<file path="src/design/arpq_pkg.sv">
// shared types and codes for the unsorted-array priority queue
package arpq_pkg;

  // operation codes
  localparam logic CMD_INSERT = 1'b0;
  localparam logic CMD_REMOVE = 1'b1;

  // result status codes
  localparam logic [1:0] ST_DONE  = 2'd0;
  localparam logic [1:0] ST_FULL  = 2'd1;
  localparam logic [1:0] ST_EMPTY = 2'd2;

  // capacity register at reset
  localparam logic [4:0] CAP_RESET = 5'd16;

  // input item
  typedef struct packed {
    logic               cmd;
    logic signed [31:0] item_value;
    logic signed [31:0] item_priority;
  } in_item_t;

  // result item
  typedef struct packed {
    logic signed [31:0] out_value;
    logic signed [31:0] out_priority;
    logic        [1:0]  status;
    logic        [4:0]  occupancy;
  } out_item_t;

  // one stored entry
  typedef struct packed {
    logic signed [31:0] value;
    logic signed [31:0] prio;
  } entry_t;

  // commands from controller to datapath
  typedef struct packed {
    logic       ins_write;
    logic       set_result;
    logic [1:0] res_status;
    logic       scan_start;
    logic       issue;
    logic       shift_start;
    logic       finish_remove;
    logic       out_load;
  } dp_cmd_t;

  // status from datapath to controller
  typedef struct packed {
    logic room;
    logic empty;
    logic idx_last;
    logic idx_end;
  } dp_stat_t;

endpackage

</file>
<file path="src/design/arpq_datapath.sv">
// entry memory, count, scan and shift pipeline, result and output registers
module arpq_datapath #(
  parameter int DEPTH = 16
) (
  input  logic                clk,
  input  logic                rst,
  input  arpq_pkg::in_item_t  in_item,
  input  logic                cfg_we,
  input  logic [4:0]          cfg_wdata,
  input  arpq_pkg::dp_cmd_t   cmd,
  output arpq_pkg::dp_stat_t  stat,
  output arpq_pkg::out_item_t out_item
);
  import arpq_pkg::*;

  localparam int AW = (DEPTH > 1) ? $clog2(DEPTH) : 1;
  localparam int CW = $clog2(DEPTH + 1);
  localparam int XW = (CW > 5) ? CW : 5;

  entry_t             mem [DEPTH];
  logic [CW-1:0]      count;
  logic [4:0]         capacity;
  logic [CW-1:0]      idx;
  logic               move_mode;
  logic               rd_vld;
  logic [AW-1:0]      rd_tag;
  entry_t             rd_data;
  logic [AW-1:0]      best_idx;
  entry_t             best;
  logic signed [31:0] res_value;
  logic signed [31:0] res_priority;
  logic [1:0]         res_status;

  logic [XW-1:0]      count_x;
  logic [XW-1:0]      cap_x;
  logic               wr_en;
  logic [AW-1:0]      wr_addr;
  entry_t             wr_data;

  assign count_x = XW'(count);
  assign cap_x   = XW'(capacity);

  // controller status
  assign stat.room     = (count_x < cap_x) && (count != CW'(DEPTH));
  assign stat.empty    = (count == '0);
  assign stat.idx_last = (idx == count - CW'(1));
  assign stat.idx_end  = (idx == count);

  // memory write source: insert at the tail or move an entry down one place
  always_comb begin
    wr_en   = 1'b0;
    wr_addr = count[AW-1:0];
    wr_data = '{value: in_item.item_value, prio: in_item.item_priority};
    if (cmd.ins_write) begin
      wr_en = 1'b1;
    end else if (rd_vld && move_mode) begin
      wr_en   = 1'b1;
      wr_addr = rd_tag - AW'(1);
      wr_data = rd_data;
    end
  end

  // entry memory, one write and one registered read port
  always_ff @(posedge clk) begin
    if (wr_en) begin
      mem[wr_addr] <= wr_data;
    end
    rd_data <= mem[idx[AW-1:0]];
    rd_tag  <= idx[AW-1:0];
  end

  // control registers: count, capacity, read tracking, scan index
  always_ff @(posedge clk) begin
    if (rst) begin
      count     <= '0;
      capacity  <= CAP_RESET;
      rd_vld    <= 1'b0;
      idx       <= '0;
      move_mode <= 1'b0;
    end else begin
      if (cfg_we) begin
        capacity <= cfg_wdata;
      end
      if (cmd.ins_write) begin
        count <= count + CW'(1);
      end else if (cmd.finish_remove) begin
        count <= count - CW'(1);
      end
      rd_vld <= cmd.issue;
      if (cmd.scan_start) begin
        idx       <= '0;
        move_mode <= 1'b0;
      end else if (cmd.shift_start) begin
        idx       <= CW'(best_idx) + CW'(1);
        move_mode <= 1'b1;
      end else if (cmd.issue) begin
        idx <= idx + CW'(1);
      end
    end
  end

  // running minimum, earliest entry kept on ties
  always_ff @(posedge clk) begin
    if (rd_vld && !move_mode) begin
      if (rd_tag == '0 || rd_data.prio < best.prio) begin
        best     <= rd_data;
        best_idx <= rd_tag;
      end
    end
  end

  // pending result
  always_ff @(posedge clk) begin
    if (cmd.finish_remove) begin
      res_value    <= best.value;
      res_priority <= best.prio;
      res_status   <= ST_DONE;
    end else if (cmd.set_result) begin
      res_value    <= '0;
      res_priority <= '0;
      res_status   <= cmd.res_status;
    end
  end

  // output register
  always_ff @(posedge clk) begin
    if (cmd.out_load) begin
      out_item.out_value    <= res_value;
      out_item.out_priority <= res_priority;
      out_item.status       <= res_status;
      out_item.occupancy    <= count_x[4:0];
    end
  end

endmodule

</file>
<file path="src/design/arpq_ctrl.sv">
// controller state machine for insert, scan, shift and result transfer
module arpq_ctrl (
  input  logic               clk,
  input  logic               rst,
  input  logic               in_valid,
  input  logic               in_cmd,
  output logic               in_stall,
  output logic               out_valid,
  input  logic               out_stall,
  input  arpq_pkg::dp_stat_t stat,
  output arpq_pkg::dp_cmd_t  cmd
);
  import arpq_pkg::*;

  typedef enum logic [2:0] {
    S_IDLE,
    S_SCAN,
    S_WAIT,
    S_SETUP,
    S_SHIFT,
    S_DRAIN,
    S_RESULT
  } state_t;

  state_t state;
  state_t state_next;

  assign in_stall = (state != S_IDLE);

  // next state and datapath commands
  always_comb begin
    state_next = state;
    cmd        = '0;
    unique case (state)
      S_IDLE: begin
        if (in_valid) begin
          if (in_cmd == CMD_REMOVE) begin
            if (stat.empty) begin
              cmd.set_result = 1'b1;
              cmd.res_status = ST_EMPTY;
              state_next     = S_RESULT;
            end else begin
              cmd.scan_start = 1'b1;
              state_next     = S_SCAN;
            end
          end else begin
            cmd.set_result = 1'b1;
            if (stat.room) begin
              cmd.ins_write  = 1'b1;
              cmd.res_status = ST_DONE;
            end else begin
              cmd.res_status = ST_FULL;
            end
            state_next = S_RESULT;
          end
        end
      end
      S_SCAN: begin
        cmd.issue = 1'b1;
        if (stat.idx_last) begin
          state_next = S_WAIT;
        end
      end
      S_WAIT: begin
        state_next = S_SETUP;
      end
      S_SETUP: begin
        cmd.shift_start = 1'b1;
        state_next      = S_SHIFT;
      end
      S_SHIFT: begin
        if (stat.idx_end) begin
          state_next = S_DRAIN;
        end else begin
          cmd.issue = 1'b1;
          if (stat.idx_last) begin
            state_next = S_DRAIN;
          end
        end
      end
      S_DRAIN: begin
        cmd.finish_remove = 1'b1;
        state_next        = S_RESULT;
      end
      S_RESULT: begin
        if (!out_valid || !out_stall) begin
          cmd.out_load = 1'b1;
          state_next   = S_IDLE;
        end
      end
      default: begin
        state_next = S_IDLE;
      end
    endcase
  end

  // state and output valid
  always_ff @(posedge clk) begin
    if (rst) begin
      state     <= S_IDLE;
      out_valid <= 1'b0;
    end else begin
      state <= state_next;
      if (cmd.out_load) begin
        out_valid <= 1'b1;
      end else if (!out_stall) begin
        out_valid <= 1'b0;
      end
    end
  end

endmodule

</file>
<file path="src/design/array_priority_queue_min_extract.sv">
// Priority queue kept as an unsorted array of DEPTH entries in one memory with a
// single write port and a registered read port. An insert, or any refused item,
// sets the pending result, which then moves to the output register. In a remove,
// the memory read port visits every held entry once to find the smallest
// priority (earliest wins on ties), then once more for each later entry that
// moves down one place. One item is worked at a time; a new item is taken as
// soon as the previous result sits in the output register.
// The capacity register (reset 16) may be written only while the block is idle.
module array_priority_queue_min_extract #(
  parameter int DEPTH = 16
) (
  input  logic                clk,
  input  logic                rst,
  input  logic                in_valid,
  output logic                in_stall,
  input  arpq_pkg::in_item_t  in_item,
  output logic                out_valid,
  input  logic                out_stall,
  output arpq_pkg::out_item_t out_item,
  input  logic                cfg_we,
  input  logic [4:0]          cfg_wdata
);
  import arpq_pkg::*;

  dp_cmd_t  cmd;
  dp_stat_t stat;

  // sequencing
  arpq_ctrl u_ctrl (
    .clk       (clk),
    .rst       (rst),
    .in_valid  (in_valid),
    .in_cmd    (in_item.cmd),
    .in_stall  (in_stall),
    .out_valid (out_valid),
    .out_stall (out_stall),
    .stat      (stat),
    .cmd       (cmd)
  );

  // storage and arithmetic
  arpq_datapath #(
    .DEPTH (DEPTH)
  ) u_datapath (
    .clk       (clk),
    .rst       (rst),
    .in_item   (in_item),
    .cfg_we    (cfg_we),
    .cfg_wdata (cfg_wdata),
    .cmd       (cmd),
    .stat      (stat),
    .out_item  (out_item)
  );

endmodule
</file>
<file path="config.mk">
export PLATFORM = sky130hd
export DESIGN_NAME = array_priority_queue_min_extract
export DESIGN_NICKNAME = d
export VERILOG_FILES = /design/src/design/arpq_pkg.sv /design/src/design/arpq_datapath.sv /design/src/design/arpq_ctrl.sv /design/src/design/array_priority_queue_min_extract.sv
export SDC_FILE = /design/constraint.sdc
export NUM_CORES = 1
export LEC_CHECK = 0
export BUFFER_PORTS_ARGS = -buffer_cell sky130_fd_sc_hd__buf_2
export CAP_MARGIN = 0
export CELL_PAD_IN_SITES_DETAIL_PLACEMENT = 1
export CELL_PAD_IN_SITES_GLOBAL_PLACEMENT = 1
export CORE_AREA = 8 8 385 387
export CTS_BUF_LIST = sky130_fd_sc_hd__clkbuf_4 sky130_fd_sc_hd__clkbuf_8
export DETAILED_ROUTE_END_ITERATION = 7
export DIE_AREA = 0 0 393 395
export PLACE_DENSITY = 0.63
export SYNTH_ARGS = -nofsm -noshare
export SYNTH_HDL_FRONTEND = slang
export SYNTH_SLANG_ARGS = --single-unit
</file>
<file path="constraint.sdc">
create_clock -name clk -period 8.9 [get_ports clk]
set_input_delay 0.89 -clock clk [delete_from_list [all_inputs] [get_ports clk]]
set_output_delay 0.89 -clock clk [all_outputs]
set_load 0.05 [all_outputs]
</file>
==> results of run 1 <==
-- worst register-to-register path, cell delays in order, from the launching register on --
cell and delay, ns:
dfxtp_1 0.62, ha_1 0.34, a21o_1 0.18, a221oi_1 0.23
o21ai_1 0.30, o21bai_4 0.76, mux2i_1 0.50, nor2_4 0.86
buf_4 0.86
-- power by group through the flow --
stage	clock network (mW)	registers, mW	logic (mW)
final	5.04	7.65	2.32
after global routing	5.42	7.70	2.53
after CTS	5.19	7.66	2.40
after detailed placement	0	7.78	2.38
after global placement	0	7.76	2.33
after floorplan	0	7.74	1.66
-- worst min-delay path by stage --
stage / startpoint / to / depth (start not counted)
floorplan: u_datapath.idx[1] / u_datapath.rd_tag[1] / 0
global placement: u_datapath.res_priority[26] / u_datapath.out_item[33] / 0
detailed placement: u_datapath.res_value[11] / u_datapath.out_item[50] / 0
CTS: cfg_wdata[2] / u_datapath.cap_x[2] / 3
global route: cfg_wdata[4] / u_datapath.cap_x[4] / 3
finish: cfg_wdata[2] / u_datapath.cap_x[2] / 3
-- routing by layer --
metal	vias up	global-route usage, %	routed length (um)
met2	708	24.1	56900
li1	9662	-	-
met4	0	3.72	2020
met5	-	0	0
met1	12000	19.1	48900
met3	148	3.29	6420
-- cell families after synthesis --
group / synth area share [%]
buffers and inverters: 1.30
multiplexers: 16.4
XOR/XNOR: 0.213
AND/OR/NAND/NOR: 1.93
flip-flops: 78.2
AO/OA/AOI/OAI: 0.949
adder cells (fa/ha/maj): 1.01
-- area by class of cell --
type	count	area, um^2	share of cell area, %
flip-flops and latches	1318	38700	68.3
multi-input cells	718	10300	18.2
clock buffers	298	3580	6.32
well taps	1903	2380	4.20
repair buffers	184	1050	1.85
clock inverters	70	497	0.877
inverters	47	176	0.311
diodes	1	2.50	0.00442
-- stage by stage --
step	hold slack [ns]	utilization [%]	std cells	setup WS, ns	total power, mW
global placement	0.402	37.0	4170	3.89	10.1
detailed placement	0.405	37.0	4170	3.76	10.2
CTS	0.150	39.8	4538	3.74	15.2
finish	0.257	39.8	4539	3.82	15.0
floorplan	0.326	-	2183	2.64	9.40
global route	0.206	39.8	4539	3.46	15.6
-- flip-flops by register name, summed over array words and instances, names as in the netlist, 2 cells and up --
register / flops
u_datapath.cap_x: 5
u_datapath.count: 5
u_datapath.res_value: 32
u_datapath.best_idx: 4
u_ctrl.state: 3
u_datapath.mem: 1024
u_datapath.best: 64
u_datapath.rd_data: 64
u_datapath.out_item: 71
u_datapath.rd_tag: 4
u_datapath.res_priority: 32
u_datapath.res_status: 2
u_datapath.idx: 5
-- cells in the mapped netlist, types with 4 or more instances --
| library cell | n |
|---|---|
| edfxtp_1 | 1227 |
| mux4_2 | 320 |
| dfxtp_1 | 91 |
| nor2_1 | 80 |
| mux2_2 | 65 |
| clkbuf_1 | 53 |
| inv_1 | 47 |
| ha_1 | 40 |
| and2_1 | 35 |
| buf_2 | 33 |
| nand2_1 | 25 |
| a21oi_1 | 22 |
| o21ai_0 | 16 |
| mux2i_1 | 13 |
| nor3_1 | 9 |
| nand3_1 | 8 |
| xnor2_1 | 7 |
| buf_1 | 6 |
| nand2b_1 | 6 |
| a31oi_1 | 5 |
| buf_6 | 5 |
| nor2b_1 | 5 |
| xor2_1 | 5 |
| nand4_1 | 4 |
| o211ai_1 | 4 |
==> results.json, run 1 <==
{
  "outcome": "complete, no violations",
  "clockPowerShare_pct": 33.6,
  "drtAntennaViolNets": 0,
  "max_stage_delay_ns": 0.86,
  "hold_viol": 0,
  "design.portCount": 148,
  "antenna_found_initial": 5,
  "yosysSeqAreaShare_pct": 78.2,
  "synthesis.nets": 2298,
  "cts_root_buf": "clkbuf_8",
  "finClkSkew_ns": 0.0403,
  "cts_setup_buffers": 0,
  "path_cells": "ha_1, a21o_1, a221oi_1, o21ai_1, o21bai_4, mux2i_1, nor2_4, buf_4",
  "fill_cells": 13600,
  "cts_max_level": 4,
  "synth.distinct_cells": 57,
  "synth.top_cell.area_share_pct": 74.5,
  "syn_inst": 2183,
  "first_global_vias": 24700,
  "seqPwrFrac_pct": 50.9,
  "area_growth_pct": 14.6,
  "track_usage_pct": 14.5,
  "powerDensity_mw_per_mm2": 265,
  "die_y_um": 395,
  "setup_violations": 0,
  "rows": 139,
  "period_share_pct": 57.1,
  "rsz0062_at_grt": "no",
  "cts_tree": "yes",
  "worstReg2RegEnd": "u_datapath.mem[4][19]",
  "start_util_pct": 34.7,
  "drv_cap": 0,
  "endpoint": "u_datapath.mem[4][19]",
  "synth_flop_cell": "edfxtp_1",
  "yosysTopAreaCell": "edfxtp_1",
  "fin_area_mm2": 0.0567,
  "hold_path_class": "primary input to register",
  "wirelength_mm": 114,
  "p_sw_share_pct": 26.0,
  "clk_path_buf_depth": 3,
  "drive_above_1_share_pct": 35.7,
  "p_leak_nw": 17.9,
  "nets": 2587,
  "fin_crit_ns": 5.08,
  "synth_warnings": 0,
  "ys_top_cells_by_area": "edfxtp_1 75%, mux4_2 15%, dfxtp_1 3.7%",
  "finalSetupTns_ns": 0,
  "clkTransAtPathRegs_ns": 0.06,
  "die_w_um": 393,
  "io_buffer_count": 147,
  "postCtsHoldBufs": 0,
  "dp_hpwl_mm": 63.0,
  "r2r_cells": 8,
  "path_buf_inv": 1,
  "numClockSinks": 1318,
  "endpoint_kind": "register",
  "switchingPower_mw": 3.91,
  "grt-ovfl-total": 0,
  "route.detailed.drc": 0,
  "wl_per_cell_um": 25.2,
  "avgSynthCellArea_um2": 22.6,
  "cts_resized": 0,
  "place.gp.congestion": 0.712,
  "startpoint_type": "register",
  "max_freq_mhz": 197,
  "worst_pin_slew_ns": 1.14,
  "cpLargestDelayFamily": "compound AO/OA/AOI/OAI gates",
  "first_pass_iters": 7,
  "grt_pass1_wl_mm": 167,
  "critPathRequiredTime_ns": 9.37,
  "final_cell_mix": "1227 x edfxtp_1, 320 x mux4_2, 215 x clkbuf_8, 147 x buf_2, 87 x dfxtp_1",
  "crit_cells": 8,
  "detailed_place.area_mm2": 0.0526,
  "vias_per_cell": 4.97,
  "clk_latency_ns": 0.88,
  "crit_path_top_delay_cell": "nor2_4",
  "slew_headroom_pct": 24.1,
  "timing.rr.start": "u_datapath.count[3]",
  "grt_max_degree": 172,
  "startpoint": "u_datapath.count[3]",
  "layout_commonest_cell": "edfxtp_1",
  "core_region_area_mm2": 0.142,
  "vias": 22500,
  "p_comb_share_pct": 15.5,
  "ir_worst_vdd_uv": 144,
  "drt_iter0_markers": 1796,
  "internal_power_mw": 11.1,
  "critical_path_class": "register to register",
  "synth_area_mm2": 0.0494,
  "cts-buffers-inserted": 203,
  "synth_edf_count": 1227,
  "die_area_mm2": 0.155,
  "worstPathArrival_ns": 5.55,
  "synthArstFlopShare_pct": 0,
  "worstPathMaxFanout": 42,
  "reg2reg_slack_ns": 3.82,
  "ys_ff_latch": 1318,
  "slew_violations": 0
}
No activity file was read; power rests on OpenSTA's default activity.
==> run 2: changes to the inputs <==
--- a/config.mk
+++ b/config.mk
@@ -5,15 +5,16 @@
 export SDC_FILE = /design/constraint.sdc
 export NUM_CORES = 1
 export LEC_CHECK = 0
+export ABC_AREA = 1
 export BUFFER_PORTS_ARGS = -buffer_cell sky130_fd_sc_hd__buf_2
 export CAP_MARGIN = 0
 export CELL_PAD_IN_SITES_DETAIL_PLACEMENT = 1
 export CELL_PAD_IN_SITES_GLOBAL_PLACEMENT = 1
-export CORE_AREA = 8 8 385 387
+export CORE_AREA = 8 8 393 395
 export CTS_BUF_LIST = sky130_fd_sc_hd__clkbuf_4 sky130_fd_sc_hd__clkbuf_8
 export DETAILED_ROUTE_END_ITERATION = 7
-export DIE_AREA = 0 0 393 395
-export PLACE_DENSITY = 0.63
+export DIE_AREA = 0 0 401 403
+export PLACE_DENSITY = 0.68
 export SYNTH_ARGS = -nofsm -noshare
 export SYNTH_HDL_FRONTEND = slang
 export SYNTH_SLANG_ARGS = --single-unit
==> constraint.sdc (replaced) <==
create_clock -name clk -period 4.65 [get_ports clk]
set_input_delay 0.465 -clock clk [delete_from_list [all_inputs] [get_ports clk]]
set_output_delay 0.465 -clock clk [all_outputs]
set_load 0.05 [all_outputs]
==> results.json, run 2 <==
{
  "hold_ws_ns": 0.126,
  "clk_latency_ns": 0.93,
  "numClockSinks": 1318,
  "cts-buffers-inserted": 209,
  "outcome": "complete, no violations",
  "grt_pass1_wl_mm": 200,
  "first_global_vias": 31800,
  "die_y_um": 403,
  "cts_max_level": 4,
  "vias": 29700,
  "layout_commonest_cell": "edfxtp_1",
  "avgSynthCellArea_um2": 14.7,
  "die_w_um": 401,
  "drive_above_1_share_pct": 17.4,
  "antenna_found_initial": 6,
  "dp_cells": 5467,
  "start_util_pct": 34.7,
  "startpoint_type": "register",
  "ir_worst_vdd_uv": 309,
  "max_freq_mhz": 282,
  "finalPower_mw": 30.7,
  "die_area_mm2": 0.162,
  "reg_top3": "u_datapath.mem (1024), u_datapath.out_item (71)",
  "grt_util_met3_pct": 2.70,
  "drtAntennaViolNets": 0,
  "slew_headroom_pct": 33.5,
  "cts_root_buf": "clkbuf_8",
  "multi_input_area_mm2": 0.0108,
  "stdcell_count": 5887,
  "drv_cap": 0,
  "first_pass_iters": 5,
  "critPathRequiredTime_ns": 5.25,
  "synth_flop_cell": "edfxtp_1",
  "synthesis.nets": 3625,
  "area_growth_pct": 15.6,
  "core_region_area_mm2": 0.149,
  "wirelength_mm": 133,
  "final_cell_mix": "1227 x edfxtp_1, 359 x inv_1, 306 x o21ai_0, 285 x a21oi_1, 258 x o211ai_1",
  "detailed_place.area_mm2": 0.0549,
  "powerDensity_mw_per_mm2": 516,
  "largest_reg_flops": 1024,
  "period_share_pct": 76.2,
  "syn_inst": 3510,
  "clkTransAtPathRegs_ns": 0.06,
  "route.detailed.drc": 0,
  "cts_tree": "yes",
  "dp_hpwl_mm": 74.1,
  "nets": 3872,
  "synth_area_mm2": 0.0515,
  "worst_pin_slew_ns": 0.998,
  "fin_area_mm2": 0.0595,
  "p_leak_nw": 20.4,
  "design.portCount": 148,
  "seq_area_mm2": 0.0387,
  "setup_violations": 0,
  "top_register": "u_datapath.mem",
  "grt-busiest-layer": "met2",
  "grt-ovfl-total": 0,
  "hold_path_class": "primary input to register",
  "grt_max_degree": 140,
  "synthTopCellsByCount": "1227 x edfxtp_1, 362 x inv_1, 306 x o21ai_0, 285 x a21oi_1, 258 x o211ai_1",
  "finClkSkew_ns": 0.0531,
  "synthArstFlopShare_pct": 0,
  "synth_edf_count": 1227,
  "synth.distinct_cells": 43,
  "drt_iter0_markers": 2182,
  "ys_ff_latch": 1318,
  "gr-usage-met2_pct": 28.6,
  "clk_path_buf_depth": 3,
  "worstPathMaxFanout": 19,
  "synth_warnings": 0,
  "wl_per_cell_um": 22.6,
  "yosysTopAreaCell": "edfxtp_1",
  "rows": 142,
  "worstPathArrival_ns": 4.14,
  "io_buffer_count": 147,
  "rsz0062_at_grt": "no",
  "synth.top_cell.area_share_pct": 71.5,
  "vias_per_cell": 5.05,
  "place.gp.congestion": 0.735,
  "ys_top_cells_by_area": "edfxtp_1 72%, mux2i_1 5.0%, o211ai_1 3.8%",
  "post-synth-top-count-cell": "edfxtp_1",
  "endpoint_kind": "register",
  "critical_path_class": "register to register",
  "met1_usage_pct": 20.0,
  "yosysSeqAreaShare_pct": 75.1,
  "fin_crit_ns": 3.54,
  "slew_violations": 0,
  "track_usage_pct": 16.0,
  "fill_cells": 15200,
  "hold_viol": 0,
  "dpl_worst_slack_ns": 1.04,
  "setup_slack_ns": 1.11
}
## run 2: cell types whose count changed after synthesis, sizes merged, moves of 6 or more
cell,previous run,this run
o21ai,17,313
and2,35,0
clkbuf,53,137
nand3,8,118
nand2,26,141
inv,47,366
o211ai,4,258
a21oi,22,285
buf,47,65
mux4,320,0
nand2b,6,0
mux2i,13,256
nor2,80,109
## run 2: layout make-up
class	instances	area share (%)
Tap cell	1944	4.09
Timing Repair Buffer	238	3.09
Clock inverter	80	0.874
Clock buffer	314	6.54
Antenna cell	3	0.0126
Multi-Input combinational cell	1624	18.1
Sequential cell	1318	65.0
Inverter	366	2.33
## run 2: kinds of logic after synthesis
kind of cell	share of synthesized area, %
adders and majority gates	0.972
AOI/OAI and AO/OA	9.78
buffers and inverters	4.31
muxes	6.35
and+or+nand+nor	3.28
xor gates and xnor gates	0.238
DFF	75.1
## run 2: worst max-delay path, stage by stage, from the launching register on
cell,delay (ns)
dfxtp_1,0.54
inv_1,0.13
ha_1,0.24
nand2_1,0.07
nor2_1,0.05
nor3_2,0.20
nand3_4,0.19
nand2_1,0.11
o21ai_1,0.13
inv_1,0.12
nand3_1,0.31
nor2_4,0.79
buf_4,0.35
## run 2: path summary, 6_finish.rpt
check,startpoint,endpoint,slack (ns),cells after the start
worst max-delay path,u_datapath.count[0],u_datapath.mem[12][30],1.11,12
worst min-delay path,in_item[22],u_datapath.mem[9][22],0.13,2
worst max register to register,u_datapath.count[0],u_datapath.mem[12][30],1.11,12
worst min register to register,u_datapath.res_value[24],u_datapath.out_item[63],0.42,0
## run 2: what timing repair did
action,4_1_cts,5_1_grt
setup buffers,0,0
resized for setup,0,0
hold endpoints to repair,82,0
hold buffers,23,0
## run 2: report_power, final
part           internal [mW]  switching [mW]  total (mW)
clock                   5.51            4.70        10.2
sequential              14.3           0.664        14.9
combinational           1.76            3.80        5.55
total                   21.5            9.16        30.7
## run 2: layer usage
metal / vias to the layer above / share of wire (%) / wire length (um)
met3: 216 / 3.8 / 5100
met1: 15300 / 43 / 57200
met4: 0 / 2.2 / 2970
met5: - / 0 / 0
met2: 643 / 51 / 67800
li1: 13600 / - / -
## run 2: through the flow
stage | TNS (ns) | utilization, %
finish | 0 | 40.1
global route | 0 | 40.1
CTS | 0 | 40.1
detailed placement | 0 | 36.9
global placement | 0 | 36.9
floorplan | -283.93 | -
==> run 3: changes to the inputs <==
==> constraint.sdc (replaced) <==
create_clock -name clk -period 3.2 [get_ports clk]
set_input_delay 0.32 -clock clk [delete_from_list [all_inputs] [get_ports clk]]
set_output_delay 0.32 -clock clk [all_outputs]
set_load 0.05 [all_outputs]
==> results.json, run 3 (synthesis gave the netlist of run 2 again) <==
{
  "max_freq_mhz": 341,
  "powerDensity_mw_per_mm2": 745,
  "first_pass_iters": 5,
  "drtAntennaViolNets": 0,
  "fin_crit_ns": 2.93,
  "critical_path_class": "register to register",
  "worst_pin_slew_ns": 0.778,
  "start_util_pct": 34.7,
  "worstPathMaxFanout": 21,
  "path_cells": "inv_1, ha_1, nand2_1, a21boi_0, nor3_2, nand3_4, nand2_4, nand2_2, o21ai_2, nand3_2, nor2_4, buf_4",
  "vias_per_cell": 5.06,
  "outcome": "complete, no violations",
  "period_share_pct": 91.5,
  "cts-buffers-inserted": 212,
  "cts_tree": "yes",
  "cts_max_level": 4,
  "finalSetupTns_ns": 0,
  "first_global_vias": 32200,
  "cts_root_buf": "clkbuf_8",
  "rsz0062_at_grt": "no",
  "dpl_worst_slack_ns": 0.0886,
  "wl_per_cell_um": 22.8,
  "clk_path_buf_depth": 3,
  "setup_violations": 0,
  "drt_iter0_markers": 2093,
  "io_buffer_count": 147,
  "grt-ovfl-total": 0,
  "rows": 142,
  "gr-usage-met2_pct": 28.4,
  "worstPathArrival_ns": 3.47,
  "finClkSkew_ns": 0.0528,
  "die_y_um": 403,
  "nets": 3966,
  "wirelength_mm": 136,
  "reg_top3": "u_datapath.mem (1024), u_datapath.out_item (71)",
  "dp_hpwl_mm": 77.2,
  "hold_viol": 0,
  "slew_headroom_pct": 48.1,
  "place.gp.congestion": 0.725,
  "vias": 30200,
  "grt-busiest-layer": "met2",
  "cpLargestDelayFamily": "simple AND/OR/NAND/NOR gates",
  "numClockSinks": 1318,
  "grt_pass1_wl_mm": 202,
  "endpoint_kind": "register",
  "stdcell_count": 5981,
  "p_leak_nw": 21.0,
  "drv_cap": 0,
  "grt_util_met3_pct": 2.82,
  "track_usage_pct": 16.4,
  "grt_max_degree": 115,
  "largest_reg_flops": 1024,
  "path_buf_inv": 2,
  "drive_above_1_share_pct": 18.1,
  "final_cell_mix": "1227 x edfxtp_1, 359 x inv_1, 306 x o21ai_0, 285 x a21oi_1, 258 x o211ai_1",
  "critPathRequiredTime_ns": 3.74,
  "die_area_mm2": 0.162,
  "slew_violations": 0,
  "design.portCount": 148,
  "setup_slack_ns": 0.271,
  "crit_path_top_delay_cell": "buf_4",
  "max_stage_delay_ns": 0.41,
  "layout_commonest_cell": "edfxtp_1",
  "die_w_um": 401,
  "clkTransAtPathRegs_ns": 0.06,
  "antenna_found_initial": 5,
  "startpoint_type": "register",
  "core_region_area_mm2": 0.149,
  "top_register": "u_datapath.mem",
  "clk_latency_ns": 0.92,
  "cts_setup_buffers": 0,
  "hold_path_class": "primary input to register",
  "dp_cells": 5509,
  "area_growth_pct": 18.0,
  "ir_worst_vdd_uv": 399,
  "route.detailed.drc": 0,
  "met1_usage_pct": 21.1,
  "finalPower_mw": 45.3
}
-- run 3: cell types whose count changed in the layout (fill, tap and decap cells not counted), moves of 2 or more --
| cell | previous run | this run |
|---|---|---|
| buf_12 | 29 | 61 |
| buf_4 | 39 | 49 |
| bufinv_16 | 2 | 7 |
| clkbuf_4 | 69 | 85 |
| clkbuf_8 | 245 | 232 |
| clkinv_1 | 37 | 39 |
| clkinv_2 | 27 | 25 |
| clkinv_8 | 3 | 1 |
| dlygate4sd3_1 | 23 | 72 |
| inv_12 | 1 | 4 |
| inv_6 | 3 | 1 |
-- run 3: path summary, 6_finish.rpt --
path	slack [ns]	start	to	cells past startpoint
worst min-delay path	0.12	in_item[31]	u_datapath.mem[13][31]	2
worst min register to register	0.40	u_datapath.res_value[1]	u_datapath.out_item[40]	0
worst max register to register	0.27	u_datapath.cap_x[3]	u_datapath.mem[1][54]	12
worst max-delay path	0.27	u_datapath.cap_x[3]	u_datapath.mem[1][54]	12
-- run 3: cell type report --
| type | instances | area (um^2) |
|---|---|---|
| Sequential cell | 1318 | 38700 |
| Clock inverter | 81 | 639 |
| Fill cell | 15200 | 87700 |
| Multi-Input combinational cell | 1624 | 10800 |
| Tap cell | 1944 | 2430 |
| Antenna cell | 2 | 5.00 |
| Timing Repair Buffer | 329 | 3050 |
| Clock buffer | 317 | 3830 |
| Inverter | 366 | 1390 |
-- run 3: routing by layer --
layer / share of wire [%] / up-vias
met1: 44 / 15600
li1: - / 13800
met3: 4.1 / 215
met4: 2.3 / 0
met2: 49 / 676
met5: 0 / -
-- run 3: repair_timing --
item | in CTS | in global routing
hold endpoints to repair | 981 | 0
hold buffers | 72 | 0
resized for setup | 0 | 1
endpoints found under the setup margin | 0 | 203
-- run 3: per-stage QoR --
stage | hold slack (ns) | utilization [%] | area (um^2)
floorplan | 0.326 | - | 51600
global route | 0.0618 | 40.9 | 60800
finish | 0.124 | 40.9 | 60800
detailed placement | 0.406 | 37.4 | 55600
global placement | 0.402 | 37.4 | 55600
CTS | 0.0133 | 40.9 | 60800
-- run 3: report_power, final --
group,switching (mW),internal (mW)
Sequential,0.881,20.7
Combinational,5.74,2.82
Clock,6.79,8.28
Total,13.4,31.8
